File: config.mk
export PLATFORM = sky130hd
export DESIGN_NAME = fifo_page_replacement_top
export DESIGN_NICKNAME = d
export VERILOG_FILES = /design/src/hw/rtl/fpr_pkg.sv /design/src/hw/rtl/fifo_page_replacement_top.sv /design/src/hw/rtl/fpr_cell.sv /design/src/hw/rtl/fpr_map.sv
export VERILOG_INCLUDE_DIRS = /design/src /design/src/hw/rtl
export SDC_FILE = /design/constraint.sdc
export NUM_CORES = 1
export LEC_CHECK = 0
export ABC_AREA = 0
export BUFFER_PORTS_ARGS = -buffer_cell sky130_fd_sc_hd__buf_4
export CORE_AREA = 2 2 286 344
export CTS_CLUSTER_SIZE = 40
export DETAILED_ROUTE_END_ITERATION = 6
export DIE_AREA = 0 0 288 346
export SLEW_MARGIN = 20
export SYNTH_ARGS = -nofsm -noshare
export SYNTH_HDL_FRONTEND = slang
export SYNTH_HIERARCHICAL = 1
export SYNTH_SLANG_ARGS = --single-unit
File: constraint.sdc
create_clock -name clk -period 8.05 [get_ports clk]
set_input_delay 1.61 -clock clk [delete_from_list [all_inputs] [get_ports clk]]
set_output_delay 1.61 -clock clk [all_outputs]
set_load 0.02 [all_outputs]
File: src/hw/rtl/fifo_page_replacement_top_assert.svh
// assertion macros for the fifo page replacement block
// all checks are clocked on clk and disabled while rst_n is low
`ifndef FIFO_PAGE_REPLACEMENT_TOP_ASSERT_SVH
`define FIFO_PAGE_REPLACEMENT_TOP_ASSERT_SVH

// same-cycle implication
`define FPR_ASSERT_IMPL(label, ante, cons) \
    label: assert property (@(posedge clk) disable iff (!rst_n) (ante) |-> (cons)) \
        else $error("assertion failed");

// next-cycle implication
`define FPR_ASSERT_NEXT(label, ante, cons) \
    label: assert property (@(posedge clk) disable iff (!rst_n) (ante) |=> (cons)) \
        else $error("assertion failed");

`endif

File: src/hw/rtl/fpr_pkg.sv
`timescale 1ns / 1ps
`default_nettype none
// ----------------------------------------------------------------------------
// fpr_pkg
// shared types and constants of the fifo page replacement block
// ----------------------------------------------------------------------------
package fpr_pkg;

    localparam int PAGE_W          = 8;
    localparam int CFG_W           = 7;
    localparam int CNT_W           = 32;
    localparam int OUT_TDATA_W     = 80;
    localparam int PAGE_COUNT_DEF  = 256;
    localparam int FRAME_DEPTH_DEF = 64;

    localparam logic [CFG_W-1:0] FRAME_COUNT_RESET = 7'd4;

    // per-cell control from the top level
    typedef struct packed {
        logic shift;
        logic load;
    } cell_ctrl_t;

    // presence map update enables
    typedef struct packed {
        logic clr_en;
        logic set_en;
    } map_upd_t;

endpackage
`default_nettype wire

File: src/hw/rtl/fifo_page_replacement_top.sv
`timescale 1ns / 1ps
`default_nettype none
// ----------------------------------------------------------------------------
// fifo_page_replacement_top
// fifo page replacement over a chain of frame cells and a presence map
// ----------------------------------------------------------------------------
// usage
//   s_axis carries one page reference per word. m_axis returns one result
//   word per reference: hit flag, eviction flag, victim page and the two
//   saturating totals. cfg writes the frame count; the user must write it
//   only while idle, the block does not enforce it. a reference is looked
//   up in the presence map and the chain of frame cells in the cycle it is
//   accepted; its result is registered. throughput is one reference per
//   cycle unless the receiver stalls, set by the combinational map lookup
//   and the one-step shift of the cells. when the receiver stalls, the
//   output register holds its word and s_axis_tready drops until it is
//   taken; a new word is taken in the same cycle that the held one leaves.
//   reset clears the presence map, the fill count, the totals and the
//   output valid, and loads a frame count of 4. no clearing pass is
//   needed, the block takes words right after reset.
// ----------------------------------------------------------------------------
`include "fifo_page_replacement_top_assert.svh"
module fifo_page_replacement_top
    import fpr_pkg::*;
#(
    parameter int PAGE_COUNT  = PAGE_COUNT_DEF,
    parameter int FRAME_DEPTH = FRAME_DEPTH_DEF
)
(
    input  wire logic                   clk,
    input  wire logic                   rst_n,
    input  wire logic                   s_axis_tvalid,
    output logic                        s_axis_tready,
    // [7:0] page_number
    input  wire logic [PAGE_W-1:0]      s_axis_tdata,
    output logic                        m_axis_tvalid,
    input  wire logic                   m_axis_tready,
    // [0] hit, [1] evicted_valid, [9:2] evicted_page,
    // [41:10] fault_total, [73:42] hit_total, [79:74] zero
    output logic [OUT_TDATA_W-1:0]      m_axis_tdata,
    input  wire logic                   cfg_valid,
    output logic                        cfg_ready,
    input  wire logic [CFG_W-1:0]       cfg_data
);

    localparam int AW = (FRAME_DEPTH > 1) ? $clog2(FRAME_DEPTH) : 1;
    localparam int UW = $clog2(FRAME_DEPTH + 1);
    localparam int IW = (PAGE_COUNT > 1) ? $clog2(PAGE_COUNT) : 1;
    localparam int LW = (UW > CFG_W) ? UW : CFG_W;
    localparam int PADW = OUT_TDATA_W - (2 + PAGE_W + 2 * CNT_W);

    logic [CFG_W-1:0]  frame_count_reg;
    logic [UW-1:0]     used_reg;
    logic [UW-1:0]     used_next;
    logic [CNT_W-1:0]  fault_reg;
    logic [CNT_W-1:0]  fault_next;
    logic [CNT_W-1:0]  hits_reg;
    logic [CNT_W-1:0]  hits_next;

    logic              out_valid_reg;
    logic              out_valid_next;
    logic              out_hit_reg;
    logic              out_ev_valid_reg;
    logic [PAGE_W-1:0] out_ev_page_reg;
    logic [CNT_W-1:0]  out_fault_reg;
    logic [CNT_W-1:0]  out_hits_reg;

    logic              accept;
    logic              in_range;
    logic              map_bit;
    logic              hit_c;
    logic              miss;
    logic              pop;
    logic [LW-1:0]     limit;
    logic [LW-1:0]     fc_ext;
    logic [LW-1:0]     depth_ext;
    logic [UW-1:0]     used_after;
    logic [AW-1:0]     wr_idx;
    logic [IW-1:0]     page_idx;
    logic [PAGE_W-1:0] victim;
    map_upd_t          map_upd;

    logic [PAGE_W-1:0] cell_data [FRAME_DEPTH];

    assign cfg_ready     = 1'b1;
    assign s_axis_tready = !out_valid_reg || m_axis_tready;
    assign accept        = s_axis_tvalid && s_axis_tready;

    always_ff @(posedge clk or negedge rst_n)
    begin
        if (!rst_n)
        begin
            frame_count_reg <= FRAME_COUNT_RESET;
        end
        else if (cfg_valid)
        begin
            frame_count_reg <= cfg_data;
        end
    end

    // effective frame limit
    always_comb
    begin
        fc_ext    = LW'(frame_count_reg);
        depth_ext = LW'(FRAME_DEPTH);
        if (fc_ext == '0)
        begin
            limit = LW'(1);
        end
        else if (fc_ext > depth_ext)
        begin
            limit = depth_ext;
        end
        else
        begin
            limit = fc_ext;
        end
    end

    assign in_range   = 32'(s_axis_tdata) < 32'(PAGE_COUNT);
    assign page_idx   = IW'(s_axis_tdata);
    assign hit_c      = in_range && map_bit;
    assign miss       = in_range && !map_bit;
    assign pop        = miss && (LW'(used_reg) >= limit) && (used_reg != '0);
    assign used_after = used_reg - UW'(pop);
    assign wr_idx     = used_after[AW-1:0];
    assign victim     = cell_data[0];

    assign map_upd.clr_en = accept && pop;
    assign map_upd.set_en = accept && miss;

    fpr_map #(
        .PAGE_COUNT (PAGE_COUNT),
        .IW         (IW)
    ) u_map (
        .clk     (clk),
        .rst_n   (rst_n),
        .rd_idx  (page_idx),
        .rd_bit  (map_bit),
        .upd     (map_upd),
        .clr_idx (IW'(victim)),
        .set_idx (page_idx)
    );

    // chain of frame cells, cell 0 holds the oldest page
    for (genvar i = 0; i < FRAME_DEPTH; i++)
    begin : g_cell
        cell_ctrl_t        ctrl;
        logic [PAGE_W-1:0] neighbor;

        assign ctrl.shift = accept && pop;
        assign ctrl.load  = accept && miss && (wr_idx == AW'(i));

        if (i == FRAME_DEPTH - 1)
        begin : g_last
            assign neighbor = '0;
        end
        else
        begin : g_mid
            assign neighbor = cell_data[i + 1];
        end

        fpr_cell u_cell (
            .clk           (clk),
            .ctrl          (ctrl),
            .load_data     (s_axis_tdata),
            .neighbor_data (neighbor),
            .data          (cell_data[i])
        );
    end

    always_comb
    begin
        used_next  = used_reg;
        fault_next = fault_reg;
        hits_next  = hits_reg;
        if (accept)
        begin
            used_next = used_after + UW'(miss);
            if (miss && (fault_reg != '1))
            begin
                fault_next = fault_reg + CNT_W'(1);
            end
            if (hit_c && (hits_reg != '1))
            begin
                hits_next = hits_reg + CNT_W'(1);
            end
        end
    end

    always_comb
    begin
        out_valid_next = out_valid_reg;
        if (accept)
        begin
            out_valid_next = 1'b1;
        end
        else if (m_axis_tready)
        begin
            out_valid_next = 1'b0;
        end
    end

    always_ff @(posedge clk or negedge rst_n)
    begin
        if (!rst_n)
        begin
            used_reg      <= '0;
            fault_reg     <= '0;
            hits_reg      <= '0;
            out_valid_reg <= 1'b0;
        end
        else
        begin
            used_reg      <= used_next;
            fault_reg     <= fault_next;
            hits_reg      <= hits_next;
            out_valid_reg <= out_valid_next;
        end
    end

    always_ff @(posedge clk)
    begin
        if (accept)
        begin
            out_hit_reg      <= hit_c;
            out_ev_valid_reg <= pop;
            out_ev_page_reg  <= pop ? victim : '0;
            out_fault_reg    <= fault_next;
            out_hits_reg     <= hits_next;
        end
    end

    assign m_axis_tvalid = out_valid_reg;
    assign m_axis_tdata  = {{PADW{1'b0}}, out_hits_reg, out_fault_reg,
                            out_ev_page_reg, out_ev_valid_reg, out_hit_reg};

    `FPR_ASSERT_IMPL(a_used_bound, 1'b1, used_reg <= UW'(FRAME_DEPTH))
    `FPR_ASSERT_NEXT(a_hit_keeps_fill, accept && hit_c, $stable(used_reg))
    `FPR_ASSERT_NEXT(a_fault_count, accept && miss,
        (fault_reg == $past(fault_reg) + CNT_W'(1)) || ($past(fault_reg) == '1))
    `FPR_ASSERT_IMPL(a_stall_blocks_input, out_valid_reg && !m_axis_tready,
        !s_axis_tready)

endmodule
`default_nettype wire

File: src/hw/rtl/fpr_cell.sv
`timescale 1ns / 1ps
`default_nettype none
// ----------------------------------------------------------------------------
// fpr_cell
// one frame slot of the arrival-order chain, shifts toward the head on a pop
// ----------------------------------------------------------------------------
module fpr_cell
    import fpr_pkg::*;
(
    input  wire logic              clk,
    input  wire cell_ctrl_t        ctrl,
    input  wire logic [PAGE_W-1:0] load_data,
    input  wire logic [PAGE_W-1:0] neighbor_data,
    output logic      [PAGE_W-1:0] data
);

    logic [PAGE_W-1:0] data_reg;
    logic [PAGE_W-1:0] data_next;

    always_comb
    begin
        data_next = data_reg;
        if (ctrl.load)
        begin
            data_next = load_data;
        end
        else if (ctrl.shift)
        begin
            data_next = neighbor_data;
        end
    end

    always_ff @(posedge clk)
    begin
        data_reg <= data_next;
    end

    assign data = data_reg;

endmodule
`default_nettype wire

File: src/hw/rtl/fpr_map.sv
`timescale 1ns / 1ps
`default_nettype none
// ----------------------------------------------------------------------------
// fpr_map
// presence map, one flop per page, cleared at reset
// ----------------------------------------------------------------------------
module fpr_map
    import fpr_pkg::*;
#(
    parameter int PAGE_COUNT = PAGE_COUNT_DEF,
    parameter int IW         = (PAGE_COUNT > 1) ? $clog2(PAGE_COUNT) : 1
)
(
    input  wire logic          clk,
    input  wire logic          rst_n,
    input  wire logic [IW-1:0] rd_idx,
    output logic               rd_bit,
    input  wire map_upd_t      upd,
    input  wire logic [IW-1:0] clr_idx,
    input  wire logic [IW-1:0] set_idx
);

    logic [PAGE_COUNT-1:0] map_reg;
    logic [PAGE_COUNT-1:0] map_next;

    always_comb
    begin
        map_next = map_reg;
        if (upd.clr_en)
        begin
            map_next[clr_idx] = 1'b0;
        end
        if (upd.set_en)
        begin
            map_next[set_idx] = 1'b1;
        end
    end

    always_ff @(posedge clk or negedge rst_n)
    begin
        if (!rst_n)
        begin
            map_reg <= '0;
        end
        else
        begin
            map_reg <= map_next;
        end
    end

    assign rd_bit = map_reg[rd_idx];

endmodule
`default_nettype wire

==> results by group <==
Outcome
  – Status: finished, final reports clean

Final layout
  – Core Util, Final: 0.499
  – Layout Cells excl Fill: 4387
  – Most frequent cells in the layout: edfxtp_1, o21ai_0, mux2_4
  – Number of flip-flops in the largest register: 512
  – Area grow syn2layout: 11.9%
  – Post-route cell area: 48100 sq um
  – NumNets Final: 3069
  – Fillers: 8225
  – Commonest non-fill, non-tap cell in the layout: edfxtp_1
  – Diodes inserted: 0
  – Share of layout cells above drive strength 1: 0.294

Detailed routing
  – Wirelength per Cell: 24.1 microns
  – ANT nets after route: 0
  – DR vias/cell: 5.79
  – Iteration-0 DRC Markers: 2215
  – Routed WL: 106000 microns
  – DRC: 0
  – Drt first pass iters: 6
  – Vias: 25400

Die
  – Die X: 288 microns
  – Core Box Area: 96300 sq um
  – Die Y: 346 microns
  – Initial core utilization: 0.446
  – Full die area: 99600 sq um
  – # rows: 125
  – Ports: 103

GRT
  – Grt met1 use: 0.271
  – M2 GR Usage: 0.355
  – Global-route wire length before repair: 162000 microns
  – M3 GR Usage: 0.0389
  – Busiest grt layer: met2
  – Initial antenna violation count: 5
  – GRT Residual Overflow: 0
  – Largest net degree at the start of global routing: 154
  – Vias in the first global route: 26400
  – Tot GR Track Use: 0.211

Critical path
  – Crit-path max FO: 61
  – Crit path DAT: 7.32 ns
  – Worst-path cell with the longest stage delay: nand3_1
  – Critical path class: in -> reg
  – Required @ worst endpoint: 8.37 ns
  – Crit end category: flip-flop
  – Critical path, cell by cell: buf_6, nand3_1, o22ai_1, nor3_1, a2111oi_0, a2111oi_0, buf_4, a41oi_1, a21oi_1, o21ai_1, nor2_1, ha_1, ha_1, buf_4, nor2b_1, inv_1, o22ai_1, nand3_1, nor2_1, buf_4, or2_1
  – CP peak stage delay: 0.61 ns
  – Most used cell, CP: buf_4
  – Flop2flop setup slack: 2.33 ns
  – CP Launch Type: primary input

Clock tree
  – Clock-pin slew on the worst setup and hold paths: 0.06 ns
  – TritonCTS buffer count: 94
  – Clock buffer depth: 3
  – Post-cts resize count: 0
  – CTS tree: built
  – Root Buffer: clkbuf_16
  – Hold-fix buffers, CTS: 0
  – Worst-Skew Late Latency: 0.67 ns
  – Post-CTS setup buffers: 0
  – Htree depth: 3
  – Clock Sink Count: 921

Timing
  – Fmax: 143 MHz
  – Final cycle utilization of the critical path: 0.869
  – Hold_ws: 0.504 ns
  – Min setup slack post-route: 1.05 ns
  – Final Skew: 0.0228 ns
  – Final setup fails: 0
  – Worst slew margin: 0.278
  – Final Hold Vio Count: 0
  – Final slew viol count: 0
  – Setup TNS Final: 0 ns
  – Worst slew pin tran: 1.08 ns
  – Unrepaired setup endpoints after global routing: no
  – Final min period: 7.00 ns

Power
  – P_leak: 18.6 nW
  – Pwr dens: 258 nW/um^2
  – Tot Pwr: 12.4 mW
  – Peak supply drop: 0.167 mV

Synth
  – Register area share after synthesis: 0.604
  – Post-Syn Area: 43000 sq um
  – Top FF cell, synth: edfxtp_1
  – Yosys warnings: 6
  – Post-synth top area cell: edfxtp_1
  – Largest cells by area after synthesis: edfxtp_1, dfrtp_1, mux2_4
  – #FFs+latches synth: 921
  – Mapped Cells: 2911
  – Async SR Flop Fraction: 0.364
  – Netlist cell types: 64
  – Syn avg cell area: 14.8 sq um
  – Post-synth EDFFs: 586
  – Synth top area share: 0.409

Place
  – DP Wirelength: 65300 microns
  – Cells after DPL: 4210
  – GPL Wtd Cong: 0.891
  – Placed Area: 44900 sq um
  – Place WS: 0.388 ns
  – # port buffers: 95

Flow run
  – Max Cap Viol: 0

Worst hold path
  – Worst hold path class: reg -> reg
## worst max-delay path, delay by kind of cell
| kind | cells | cell delay [ns] |
|---|---|---|
| AND/OR/NAND/NOR | 7 | 2.17 |
| adder cells (fa/ha/maj) | 2 | 0.43 |
| buffers and inverters | 5 | 1.25 |
| AO/OA/AOI/OAI | 7 | 1.77 |
## synth_stat cells, types with 22 or more instances
cell type and number:
nor2_1 115, nand2_1 100, nand3_1 62, edfxtp_1 586, o22ai_1 22, mux2i_1 69
mux2_4 513, o21ai_0 529, xnor2_1 49, nand4_1 35, mux4_2 33, inv_1 23
or2_1 64, clkbuf_1 80, dfrtp_1 334, buf_6 66
## final cells by class
class	instances	area, sq um	area share
Sequential cell	921	26000	0.540
Timing Repair Buffer	195	1490	0.0310
Multi-Input combinational cell	1800	15700	0.327
Tap cell	1270	1590	0.0330
Inverter	24	91.3	0.00190
Clock buffer	111	2480	0.0515
Clock inverter	66	724	0.0151
## per-layer routing
metal	routed length [microns]	share of wire
met1	43500	0.41
met2	52200	0.49
met3	6550	0.062
met4	3550	0.033
met5	49	0.00046
## path summary, 6_finish.rpt
kind | to | cells past startpoint | startpoint
max reg2reg | g_cell[54].u_cell/data[6] | 18 | u_map/map_reg[219]
min | u_map/map_reg[23] | 2 | u_map/map_reg[23]
min in group asynchronous | hits_reg[29] | 1 | rst_n
max in group asynchronous | u_map/map_reg[247] | 2 | rst_n
max | g_cell[36].u_cell/data[3] | 21 | s_axis_tdata[1]
min reg2reg | u_map/map_reg[23] | 2 | u_map/map_reg[23]
## report_power, final
| group | switching [mW] | internal (mW) | leakage (nW) | total [mW] |
|---|---|---|---|---|
| Sequential | 0.257 | 5.74 | 9.96 | 5.99 |
| Clock | 1.88 | 2.63 | 1.56 | 4.51 |
| Combinational | 1.11 | 0.794 | 7.07 | 1.90 |
## kinds of logic (layout without fill, tap and decap cells)
kind of cell,Yosys count,count (layout),synth area share
other,2,15,0.000175
AND/OR/NAND/NOR,488,488,0.0595
multiplexers,625,625,0.215
buffers and inverters,203,396,0.0310
adder cells (fa/ha/maj),13,13,0.00378
XOR/XNOR,69,69,0.0141
flip-flops,921,921,0.604
AO/OA/AOI/OAI,590,590,0.0718
Note: power is estimated with default switching activity, not from simulation.
